**src/rtl/core/mald_pkg.sv**
```systemverilog
// ----------------------------------------------------------------------------
// mald_pkg
// Shared types and constants for the moving-average loudness detector.
// ----------------------------------------------------------------------------
package mald_pkg;

  localparam int unsigned SAMPLE_W   = 12;
  localparam int unsigned CFG_ADDR_W = 2;

  // Register indexes on the configuration port
  localparam logic [CFG_ADDR_W-1:0] REG_ZERO_LEVEL     = 2'd0;
  localparam logic [CFG_ADDR_W-1:0] REG_LOUD_THRESHOLD = 2'd1;

  // Register values after reset
  localparam logic [SAMPLE_W-1:0] ZERO_LEVEL_RST     = 12'd2048;
  localparam logic [SAMPLE_W-1:0] LOUD_THRESHOLD_RST = 12'd1000;

  // Queue depths: between front and back, and on the result side
  localparam int unsigned MID_DEPTH   = 2;
  localparam int unsigned OUT_DEPTH   = 8;
  localparam int unsigned OUT_CNT_W   = $clog2(OUT_DEPTH + 1);

  typedef logic [SAMPLE_W-1:0] sample_t;

  typedef struct packed {
    sample_t average_level;
    logic    loud;
    logic    loud_event;
  } result_t;

endpackage

```
**src/rtl/core/mald_ram.sv**
```systemverilog
// ----------------------------------------------------------------------------
// mald_ram
// Generic single-write, single-read RAM with registered read data.
// ----------------------------------------------------------------------------
module mald_ram #(
  parameter int unsigned WIDTH = 12,
  parameter int unsigned DEPTH = 64
) (
  input  logic                     clk,
  input  logic                     we,
  input  logic [$clog2(DEPTH)-1:0] waddr,
  input  logic [WIDTH-1:0]         wdata,
  input  logic                     re,
  input  logic [$clog2(DEPTH)-1:0] raddr,
  output logic [WIDTH-1:0]         rdata
);

  logic [WIDTH-1:0] mem_r [DEPTH];
  logic [WIDTH-1:0] rdata_r;

  always_ff @(posedge clk) begin
    if (we) begin
      mem_r[waddr] <= wdata;
    end
    if (re) begin
      rdata_r <= mem_r[raddr];
    end
  end

  assign rdata = rdata_r;

endmodule

```
**src/rtl/core/mald_fifo.sv**
```systemverilog
// ----------------------------------------------------------------------------
// mald_fifo
// Small flip-flop queue with occupancy count.
// ----------------------------------------------------------------------------
module mald_fifo #(
  parameter int unsigned WIDTH = 12,
  parameter int unsigned DEPTH = 2
) (
  input  logic                       clk,
  input  logic                       rst_n,
  input  logic                       push,
  input  logic [WIDTH-1:0]           push_data,
  output logic                       full,
  input  logic                       pop,
  output logic [WIDTH-1:0]           pop_data,
  output logic                       empty,
  output logic [$clog2(DEPTH+1)-1:0] count
);

  localparam int unsigned PTR_W = (DEPTH > 1) ? $clog2(DEPTH) : 1;
  localparam int unsigned CNT_W = $clog2(DEPTH + 1);

  logic [WIDTH-1:0] mem_r [DEPTH];
  logic [PTR_W-1:0] wr_ptr_r, wr_ptr_nxt;
  logic [PTR_W-1:0] rd_ptr_r, rd_ptr_nxt;
  logic [CNT_W-1:0] count_r, count_nxt;
  logic             do_push, do_pop;

  assign full    = (count_r == CNT_W'(DEPTH));
  assign empty   = (count_r == '0);
  assign do_push = push & ~full;
  assign do_pop  = pop & ~empty;

  always_comb begin
    wr_ptr_nxt = wr_ptr_r;
    rd_ptr_nxt = rd_ptr_r;
    count_nxt  = count_r;
    if (do_push) begin
      wr_ptr_nxt = (wr_ptr_r == PTR_W'(DEPTH - 1)) ? '0 : wr_ptr_r + 1'b1;
    end
    if (do_pop) begin
      rd_ptr_nxt = (rd_ptr_r == PTR_W'(DEPTH - 1)) ? '0 : rd_ptr_r + 1'b1;
    end
    case ({do_push, do_pop})
      2'b10:   count_nxt = count_r + 1'b1;
      2'b01:   count_nxt = count_r - 1'b1;
      default: count_nxt = count_r;
    endcase
  end

  always_ff @(posedge clk) begin
    if (!rst_n) begin
      wr_ptr_r <= '0;
      rd_ptr_r <= '0;
      count_r  <= '0;
    end else begin
      wr_ptr_r <= wr_ptr_nxt;
      rd_ptr_r <= rd_ptr_nxt;
      count_r  <= count_nxt;
    end
  end

  always_ff @(posedge clk) begin
    if (do_push) begin
      mem_r[wr_ptr_r] <= push_data;
    end
  end

  assign pop_data = mem_r[rd_ptr_r];
  assign count    = count_r;

endmodule

```
**src/rtl/core/mald_front.sv**
```systemverilog
// ----------------------------------------------------------------------------
// mald_front
// Configuration registers and deviation stage: forms |sample - zero level|.
// ----------------------------------------------------------------------------
module mald_front
  import mald_pkg::*;
(
  input  logic                  clk,
  input  logic                  rst_n,
  input  logic                  cfg_we,
  input  logic [CFG_ADDR_W-1:0] cfg_addr,
  input  logic [SAMPLE_W-1:0]   cfg_wdata,
  input  logic                  in_push,
  input  sample_t               in_sample,
  input  logic                  mid_full,
  output logic                  mid_push,
  output sample_t               mid_dev,
  output sample_t               loud_threshold
);

  sample_t zero_level_r, zero_level_nxt;
  sample_t threshold_r, threshold_nxt;

  always_comb begin
    zero_level_nxt = zero_level_r;
    threshold_nxt  = threshold_r;
    if (cfg_we) begin
      unique case (cfg_addr)
        REG_ZERO_LEVEL:     zero_level_nxt = cfg_wdata;
        REG_LOUD_THRESHOLD: threshold_nxt  = cfg_wdata;
        default: ;  // drop writes to unknown indexes
      endcase
    end
  end

  always_ff @(posedge clk) begin
    if (!rst_n) begin
      zero_level_r <= ZERO_LEVEL_RST;
      threshold_r  <= LOUD_THRESHOLD_RST;
    end else begin
      zero_level_r <= zero_level_nxt;
      threshold_r  <= threshold_nxt;
    end
  end

  assign mid_push       = in_push & ~mid_full;
  assign mid_dev        = (in_sample >= zero_level_r) ? (in_sample - zero_level_r)
                                                      : (zero_level_r - in_sample);
  assign loud_threshold = threshold_r;

endmodule

```
**src/rtl/core/mald_back.sv**
```systemverilog
// ----------------------------------------------------------------------------
// mald_back
// Ring store, running total, divide by the window and threshold compare.
// ----------------------------------------------------------------------------
module mald_back
  import mald_pkg::*;
#(
  parameter int unsigned WINDOW = 64
) (
  input  logic                 clk,
  input  logic                 rst_n,
  input  logic                 mid_empty,
  input  sample_t              mid_dev,
  output logic                 mid_pop,
  input  sample_t              loud_threshold,
  input  logic [OUT_CNT_W-1:0] out_count,
  output logic                 res_push,
  output result_t              res_data
);

  localparam int unsigned SLOT_W  = $clog2(WINDOW);
  localparam int unsigned SUM_W   = $clog2(WINDOW * 4095 + 1);
  localparam int unsigned SHIFT   = SUM_W + $clog2(WINDOW);
  localparam int unsigned M_W     = SUM_W + 1;
  localparam int unsigned PROD_W  = SUM_W + M_W;
  localparam logic [63:0] RECIP_FULL =
    ((64'd1 << SHIFT) + 64'(WINDOW) - 64'd1) / 64'(WINDOW);
  localparam logic [M_W-1:0] RECIP = RECIP_FULL[M_W-1:0];

  logic [SLOT_W-1:0] slot_r, slot_nxt;
  logic              wrapped_r, wrapped_nxt;
  logic              s1_vld_r, s2_vld_r, s3_vld_r;
  sample_t           s1_dev_r;
  logic [SLOT_W-1:0] s1_slot_r;
  logic              s1_old_ok_r;
  sample_t           ring_rdata, old_dev;
  logic [SUM_W-1:0]  total_r, total_nxt;
  logic [PROD_W-1:0] prod_r;
  logic              reported_r;
  logic [OUT_CNT_W+1:0] committed;
  sample_t           avg;
  logic              loud;

  // Take an item only when the result queue has room for everything in flight
  assign committed = (OUT_CNT_W+2)'(out_count) + (OUT_CNT_W+2)'(s1_vld_r)
                   + (OUT_CNT_W+2)'(s2_vld_r) + (OUT_CNT_W+2)'(s3_vld_r);
  assign mid_pop   = ~mid_empty && (committed < (OUT_CNT_W+2)'(OUT_DEPTH));

  always_comb begin
    slot_nxt    = slot_r;
    wrapped_nxt = wrapped_r;
    if (mid_pop) begin
      if (slot_r == SLOT_W'(WINDOW - 1)) begin
        slot_nxt    = '0;
        wrapped_nxt = 1'b1;
      end else begin
        slot_nxt = slot_r + 1'b1;
      end
    end
  end

  mald_ram #(
    .WIDTH (SAMPLE_W),
    .DEPTH (WINDOW)
  ) u_ring (
    .clk   (clk),
    .we    (s1_vld_r),
    .waddr (s1_slot_r),
    .wdata (s1_dev_r),
    .re    (mid_pop),
    .raddr (slot_r),
    .rdata (ring_rdata)
  );

  // Entries not yet written since reset count as zero
  assign old_dev   = s1_old_ok_r ? ring_rdata : '0;
  assign total_nxt = total_r - SUM_W'(old_dev) + SUM_W'(s1_dev_r);

  assign avg  = prod_r[SHIFT +: SAMPLE_W];
  assign loud = (avg > loud_threshold);

  always_ff @(posedge clk) begin
    if (!rst_n) begin
      slot_r     <= '0;
      wrapped_r  <= 1'b0;
      s1_vld_r   <= 1'b0;
      s2_vld_r   <= 1'b0;
      s3_vld_r   <= 1'b0;
      total_r    <= '0;
      reported_r <= 1'b0;
    end else begin
      slot_r    <= slot_nxt;
      wrapped_r <= wrapped_nxt;
      s1_vld_r  <= mid_pop;
      s2_vld_r  <= s1_vld_r;
      s3_vld_r  <= s2_vld_r;
      if (s1_vld_r) begin
        total_r <= total_nxt;
      end
      if (s3_vld_r) begin
        reported_r <= loud;
      end
    end
  end

  always_ff @(posedge clk) begin
    if (mid_pop) begin
      s1_dev_r    <= mid_dev;
      s1_slot_r   <= slot_r;
      s1_old_ok_r <= wrapped_r;
    end
    if (s2_vld_r) begin
      prod_r <= PROD_W'(total_r) * PROD_W'(RECIP);
    end
  end

  assign res_push                = s3_vld_r;
  assign res_data.average_level  = avg;
  assign res_data.loud           = loud;
  assign res_data.loud_event     = loud & ~reported_r;

endmodule

```
**src/rtl/core/moving_average_loudness_detector.sv**
```systemverilog
// ----------------------------------------------------------------------------
// moving_average_loudness_detector
// Mean absolute deviation of ADC samples over a sliding window, compared
// against a threshold, with a one-shot event on each quiet-to-loud change.
// ----------------------------------------------------------------------------
//
//   channel  | handshake            | payload
//   ---------+----------------------+------------------------------------------
//   input    | in_push / in_full    | in_sample
//   result   | out_pop / out_empty  | out_average_level, out_loud, out_loud_event
//   config   | cfg_we               | cfg_addr, cfg_wdata
//
// One sample per cycle sustained while the result side keeps up. A result
// passes from its sample transfer through the front queue, ring read,
// running total update and reciprocal multiply into the result queue,
// then shows on the result ports.
// Reset is synchronous; no clearing pass is needed: a wrap flag marks ring
// slots not yet written since reset, which read as zero.
// A stalled result side fills the 8-entry result queue, then the 2-entry
// front queue, then raises in_full; each side stalls on its own.
// ----------------------------------------------------------------------------
module moving_average_loudness_detector
  import mald_pkg::*;
#(
  parameter int unsigned WINDOW = 64
) (
  input  logic                  clk,
  input  logic                  rst_n,
  input  logic                  cfg_we,
  input  logic [CFG_ADDR_W-1:0] cfg_addr,
  input  logic [SAMPLE_W-1:0]   cfg_wdata,
  input  logic                  in_push,
  output logic                  in_full,
  input  logic [SAMPLE_W-1:0]   in_sample,
  input  logic                  out_pop,
  output logic                  out_empty,
  output logic [SAMPLE_W-1:0]   out_average_level,
  output logic                  out_loud,
  output logic                  out_loud_event
);

  logic                 mid_push, mid_pop, mid_full, mid_empty;
  sample_t              mid_dev_in, mid_dev_out;
  sample_t              loud_threshold;
  logic                 res_push;
  result_t              res_data, res_head;
  logic [OUT_CNT_W-1:0] out_count;
  logic                 res_full;

  // Front: hold config, form the deviation, advance into the queue
  mald_front u_front (
    .clk            (clk),
    .rst_n          (rst_n),
    .cfg_we         (cfg_we),
    .cfg_addr       (cfg_addr),
    .cfg_wdata      (cfg_wdata),
    .in_push        (in_push),
    .in_sample      (in_sample),
    .mid_full       (mid_full),
    .mid_push       (mid_push),
    .mid_dev        (mid_dev_in),
    .loud_threshold (loud_threshold)
  );

  // Short queue that decouples front from back
  mald_fifo #(
    .WIDTH (SAMPLE_W),
    .DEPTH (MID_DEPTH)
  ) u_mid_q (
    .clk       (clk),
    .rst_n     (rst_n),
    .push      (mid_push),
    .push_data (mid_dev_in),
    .full      (mid_full),
    .pop       (mid_pop),
    .pop_data  (mid_dev_out),
    .empty     (mid_empty),
    .count     ()
  );

  assign in_full = mid_full;

  // Back: ring, running total, average and threshold
  mald_back #(
    .WINDOW (WINDOW)
  ) u_back (
    .clk            (clk),
    .rst_n          (rst_n),
    .mid_empty      (mid_empty),
    .mid_dev        (mid_dev_out),
    .mid_pop        (mid_pop),
    .loud_threshold (loud_threshold),
    .out_count      (out_count),
    .res_push       (res_push),
    .res_data       (res_data)
  );

  // Result queue; back only issues work that is sure to fit here
  mald_fifo #(
    .WIDTH ($bits(result_t)),
    .DEPTH (OUT_DEPTH)
  ) u_out_q (
    .clk       (clk),
    .rst_n     (rst_n),
    .push      (res_push),
    .push_data (res_data),
    .full      (res_full),
    .pop       (out_pop),
    .pop_data  (res_head),
    .empty     (out_empty),
    .count     (out_count)
  );

  assign out_average_level = res_head.average_level;
  assign out_loud          = res_head.loud & ~res_full | res_head.loud;
  assign out_loud_event    = res_head.loud_event;

endmodule

```
**config.mk**
```make
export PLATFORM = sky130hd
export DESIGN_NAME = moving_average_loudness_detector
export DESIGN_NICKNAME = d
export VERILOG_FILES = /design/src/rtl/core/mald_pkg.sv /design/src/rtl/core/mald_ram.sv /design/src/rtl/core/mald_fifo.sv /design/src/rtl/core/mald_front.sv /design/src/rtl/core/mald_back.sv /design/src/rtl/core/moving_average_loudness_detector.sv
export SDC_FILE = /design/constraint.sdc
export NUM_CORES = 1
export LEC_CHECK = 0
export ABC_AREA = 1
export BUFFER_PORTS_ARGS = -buffer_cell sky130_fd_sc_hd__buf_2
export CAP_MARGIN = 15
export CORE_UTILIZATION = 31
export DETAILED_ROUTE_END_ITERATION = 12
export SLEW_MARGIN = 15
export SYNTH_ARGS = -nofsm -noshare
export SYNTH_HDL_FRONTEND = slang
export SYNTH_SLANG_ARGS = --single-unit
```
**constraint.sdc**
```tcl
create_clock -name clk -period 7.75 [get_ports clk]
set_input_delay 1.1625 -clock clk [delete_from_list [all_inputs] [get_ports clk]]
set_output_delay 1.1625 -clock clk [all_outputs]
set_load 0.05 [all_outputs]
```
==> flow_summary.ini, run 1 <==
[setup_path]
cp_max_fo = 29
regToRegEndpoint = u_back.u_ring.rdata[9]
end_kind = output port
reg2reg_slack_ns = 4.20
cp.arrival_ns = 3.50
rr_startpoint = u_back.slot_r[0]
path_class = flip-flop to output port
setup.worst_path.end = out_average_level[3]
cp.required_ns = 6.59
rr_worst_depth = 10
start_kind = flip-flop

[logic_synthesis]
yosysSeqAreaShare_pct = 69.6
synth_area_mm2 = 0.0429
ys_warn_count = 0
avgSynthCellArea_um2 = 11.7
synth-seq-cells = 1017
synthArstFlopShare_pct = 0
netlist.top_cell.by_area = edfxtp_1
synth.top_cell.area_share_pct = 66.3
synth_area_leaders = edfxtp_1 (66%), nor2_1 (6.0%), o21ai_0 (5.4%), nand2_1 (3.4%), dfxtp_1 (3.3%)
synthCells = 3665
synth_cell_types = 44
yosys_most_used_dff = edfxtp_1
synth_edf_count = 947
synth_fp_nets = 3776

[clock_network]
cts.sinks = 1017
cts_buffers = 104
cts.repair.resized = 0
cts.clk_slew.worst_paths_ns = 0.06
clock_path_buffers = 3
cts_max_level = 3
cts_tree = built
post_cts_buffers = 0
postCtsHoldBufs = 0
clockRootBuffer = clkbuf_16
clock_latency_ns = 0.73

[floorplan]
die-area_mm2 = 0.140
core_area_mm2 = 0.137
io_pins = 47
start_util_pct = 31.2
rows = 136
fp.dieW_um = 374
die_height_um = 374

[place]
io_buffers = 46
place.gp.congestion = 0.848
dp_hpwl_um = 61700

[global_routing]
grt_max_degree = 199
grt_pass1_wl_um = 166000
grt_use_total_pct = 15.5
antenna_found_initial = 1
grt_pass1_vias = 26900
overflow = 0

[pwr]
seqPwrFrac_pct = 39.1
switching_share_pct = 37.9
p_sw_mw = 7.05
clkPwrFrac_pct = 27.7
leakage_nw = 16.8
pwr-share-comb_pct = 33.2
ir_drop_mv = 0.293
powerDensity_mw_per_mm2 = 383
power.internal_mw = 11.6

[cells_and_area]
fillCellCount = 13200
regArea_mm2 = 0.0298
area_growth_syn_to_layout_pct = 13.3
drive_above_1_share_pct = 8.45
layout.nets = 3809
multi_input_area_mm2 = 0.0112
fin_util_pct = 35.4

[job]
maxCapViolCount = 0

[routing]
drtPass1Iterations = 6
drt_wl_total_um = 110000
antenna_left = 0
vias = 27800
route.detailed.wl_per_inst_um = 19.7
drc = 0
drt-initial-drc-count = 2692
vias_per_cell = 4.98

[sta]
slew_headroom_pct = 25.8
rsz0062_at_grt = no
hold_viol = 0
fin_setup_tns_ns = 0
period_minus_slack_ns = 4.66
worst_slew_pin_slew_ns = 1.11
min_period_over_period_pct = 60.2
finalSetupViolations = 0
slew_viol_final = 0
fin_worst_skew_ns = 0.0580
max_freq_ghz = 0.214

[run_status]
status = finished clean

[min_path]
hp-class = flip-flop to flip-flop
power groups by stage:
| stage | Clock, mW | Sequential (mW) | Combinational [mW] |
|---|---|---|---|
| 2_1_floorplan | 0 | 7.50 | 4.11 |
| 3_3_place_gp | 0 | 7.39 | 6.06 |
| 3_5_place_dp | 0 | 7.40 | 6.14 |
| 4_1_cts | 5.24 | 7.28 | 6.17 |
| 5_1_grt | 5.43 | 7.32 | 6.88 |
| 6_report | 5.15 | 7.28 | 6.18 |
registers in the layout, summed over array words and instances (netlist names), 4 cells and up, named ones only:
signal and cells:
u_back.prod_r 12, u_back.s1_dev_r 12, u_back.s1_slot_r 6, u_back.slot_r 6, u_back.total_r 18, u_back.u_ring.mem_r 768
u_back.u_ring.rdata 12, u_front.loud_threshold 12, u_front.zero_level_r 12, u_mid_q.mem_r 24, u_out_q.count 4, u_out_q.mem_r 112
cell usage in the layout (no fill, tap or decap), types with 83 or more instances in the layout:
cell type / instances
buf_4: 83
edfxtp_1: 947
o22ai_1: 87
nor2_1: 671
nand2_1: 394
inv_1: 200
o21ai_0: 463
a21oi_1: 111
clkbuf_16: 109
o211ai_1: 103
nand3_1: 163
metrics by stage:
step	cell area (um^2)	worst slack [ns]	total power, mW	hold slack (ns)	instances
global placement	45000	3.89	13.4	0.413	5383
floorplan	42900	4.59	11.6	0.408	3665
detailed placement	45000	3.83	13.5	0.413	5386
CTS	48500	3.00	18.7	0.427	5583
finish	48600	3.09	18.6	0.426	5584
global route	48600	2.83	19.6	0.442	5583
cell type report:
class,instances,share of cell area [%]
timing repair buffer,132,1.88
antenna,1,0.00515
clock buffer,129,5.81
clock inverter,68,1.48
multi-input combinational,2232,23.1
inverter,211,1.66
tap,1794,4.62
sequential,1017,61.4
cell usage after synthesis, types with 13 or more instances:
cell        n
dfxtp_1    70
inv_1     201
nand2_1   394
ha_1       65
clkbuf_1   73
buf_2      88
nand4_1    13
buf_6      14
nor2_1    689
o22ai_1    87
fa_1       15
edfxtp_1  947
a31oi_1    15
o21ai_0   463
a21oi_1   111
nand3_1   163
o21ai_1    29
o211ai_1  103
xor2_1     25
buf_4      21
metal layers:
layer | global-route usage [%] | up-vias | wire length (um)
li1 | - | 13100 | -
met1 | 21.6 | 13700 | 49700
met2 | 24.5 | 865 | 50700
met3 | 2.35 | 146 | 7100
met4 | 4.88 | 0 | 2690
met5 | 0 | - | 0
worst min-delay path by stage:
stage                       startpoint            endpoint  slack, ns  depth (start not counted)
finish              u_back.total_r[10]   u_back.prod_r[28]       0.43                          0
global route         u_back.total_r[9]   u_back.prod_r[27]       0.44                          0
CTS                 u_back.total_r[10]   u_back.prod_r[28]       0.43                          0
detailed placement  u_back.total_r[10]   u_back.prod_r[28]       0.41                          0
global placement      u_back.wrapped_r  u_back.s1_old_ok_r       0.41                          0
floorplan            u_back.total_r[6]   u_back.prod_r[24]       0.41                          0
worst max-delay path, cell delays in order, from the launching register on:
cell	delay [ns]
dfxtp_1	0.92
clkinv_1	0.92
nor2_1	0.30
o21ai_0	0.11
a31oi_1	0.26
buf_2	0.31
logic make-up (layout without fill, tap and decap cells):
kind of cell,Yosys count,in the layout,synth area share [%]
other,0,1,0
and+or+nand+nor,1286,1286,12.0
adders and majority gates,80,80,2.60
DFF,1017,1017,69.6
buffers and inverters,416,540,4.34
AOI/OAI and AO/OA,833,833,10.8
xor gates and xnor gates,32,32,0.654
muxes,1,1,0.0233
Power figures use the tool's default switching activity.
==> inputs of run 2 (changes only) <==
clock period = 4.15 ns   (was 7.75 ns; I/O delays follow)
==> run 2 against run 1 <==
Against the previous run: count of clock-buffer cells in the layout fell by 4; sequential power rose by 85%; clock skew barely moved; critical path depth rose by 2; via count rose by 0.33%; non-clock buffer count rose by 17; first-iteration DRC count rose by 1.8%; power rose by 85%; setup slack got worse by 2.3 ns; wire length fell by 1.1%.
==> flow_summary.ini, run 2 (synthesized netlist as in run 1, its figures left out) <==
[sta]
fin_worst_skew_ns = 0.0581
slew_headroom_pct = 26.5
worst_slew_pin_slew_ns = 1.10
min_period_over_period_pct = 81.6
hold_viol = 0
setup_slack_ns = 0.763
slew_viol_final = 0
finalSetupViolations = 0
fin_setup_tns_ns = 0
period_minus_slack_ns = 3.39
rsz0062_at_grt = no
max_freq_ghz = 0.295
whs_ns = 0.158

[routing]
vias = 27900
antenna_left = 0
vias_per_cell = 4.98
drt_wl_total_um = 109000
drc = 0
drtPass1Iterations = 5
drt-initial-drc-count = 2741
route.detailed.wl_per_inst_um = 19.5

[clock_network]
cts_max_level = 3
cts.repair.resized = 0
post_cts_buffers = 0
cts_buffers = 105
cts.sinks = 1017
cts.clk_slew.worst_paths_ns = 0.06
clock_latency_ns = 0.72
cts_tree = built
clock_path_buffers = 3
clockRootBuffer = clkbuf_16
postCtsHoldBufs = 0

[setup_path]
path_class = flip-flop to output port
start_kind = flip-flop
rr_startpoint = u_back.slot_r[0]
cp.arrival_ns = 2.76
cp.required_ns = 3.53
end_kind = output port
cp_max_fo = 31

[cells_and_area]
largest_reg_flops = 768
area_growth_syn_to_layout_pct = 13.4
fillCellCount = 13200
drive_above_1_share_pct = 8.73
layout_commonest_cell = edfxtp_1
fin_util_pct = 35.4
top_regs = u_back.u_ring.mem_r: 768 flops, u_out_q.mem_r: 112 flops, u_mid_q.mem_r: 24 flops
final_cell_mix = edfxtp_1 (947), nor2_1 (671), o21ai_0 (463), nand2_1 (394), inv_1 (200)
top_register = u_back.u_ring.mem_r
layout.nets = 3827

[floorplan]
die-area_mm2 = 0.140
core_area_mm2 = 0.137
io_pins = 47
fp.dieW_um = 374
die_height_um = 374
start_util_pct = 31.2
rows = 136

[min_path]
worstHoldStart = cfg_wdata[3]
hp-class = input port to flip-flop

[global_routing]
overflow = 0
grt_max_degree = 182
grt_use_total_pct = 15.3
grt_pass1_vias = 26600
grt_pass1_wl_um = 165000
antenna_found_initial = 2

[place]
dp_slack_ns = 1.19
place.gp.congestion = 0.856
io_buffers = 46
dp_hpwl_um = 63400

[job]
maxCapViolCount = 0

[pwr]
powerDensity_mw_per_mm2 = 710
ir_drop_mv = 0.544
leakage_nw = 16.9

[run_status]
status = finished clean
## run 2: final cells by class
class | count | area (um^2) | share of cell area [%]
Multi-Input combinational cell | 2232 | 11200 | 23.1
Timing Repair Buffer | 149 | 1120 | 2.30
Tap cell | 1794 | 2240 | 4.62
Antenna cell | 2 | 5.00 | 0.0103
Sequential cell | 1017 | 29800 | 61.4
Inverter | 211 | 805 | 1.65
Clock inverter | 69 | 639 | 1.31
Clock buffer | 125 | 2750 | 5.65
## run 2: worst paths after layout
check        depth (start not counted)  slack [ns]                        end
max reg2reg                         10        1.15     u_back.u_ring.rdata[7]
min reg2reg                          0        0.40          u_back.prod_r[29]
max                                  7        0.76       out_average_level[5]
min                                  3        0.16  u_front.loud_threshold[3]
## run 2: through the flow
stage	power (mW)	std cells	instance area (um^2)
after global routing	36.4	5597	48600
after global placement	25.3	5403	45200
after floorplan	21.7	3665	42900
final	34.5	5599	48600
after detailed placement	25.4	5403	45200
after CTS	34.7	5597	48600
## run 2: per-layer routing
layer | routed length, um | vias up | global-route usage, %
met2 | 51000 | 903 | 24.7
met1 | 48200 | 13700 | 21.1
met4 | 2900 | 0 | 4.64
met5 | 0 | - | 0
li1 | - | 13100 | -
met3 | 6910 | 175 | 2.46
## run 2: critical path, cell delays in order (launching register included)
cell and delay [ns]:
dfxtp_2 0.32, inv_2 0.36, buf_4 0.36, o21ai_0 0.11, o22ai_1 0.21, nor2_1 0.07
a31oi_1 0.28, buf_2 0.33
## run 2: where the power goes
| part | total, mW | switching [mW] | internal, mW |
|---|---|---|---|
| Combinational | 11.7 | 8.55 | 3.15 |
| Sequential | 13.5 | 0.466 | 13.1 |
| Clock | 9.29 | 4.00 | 5.29 |
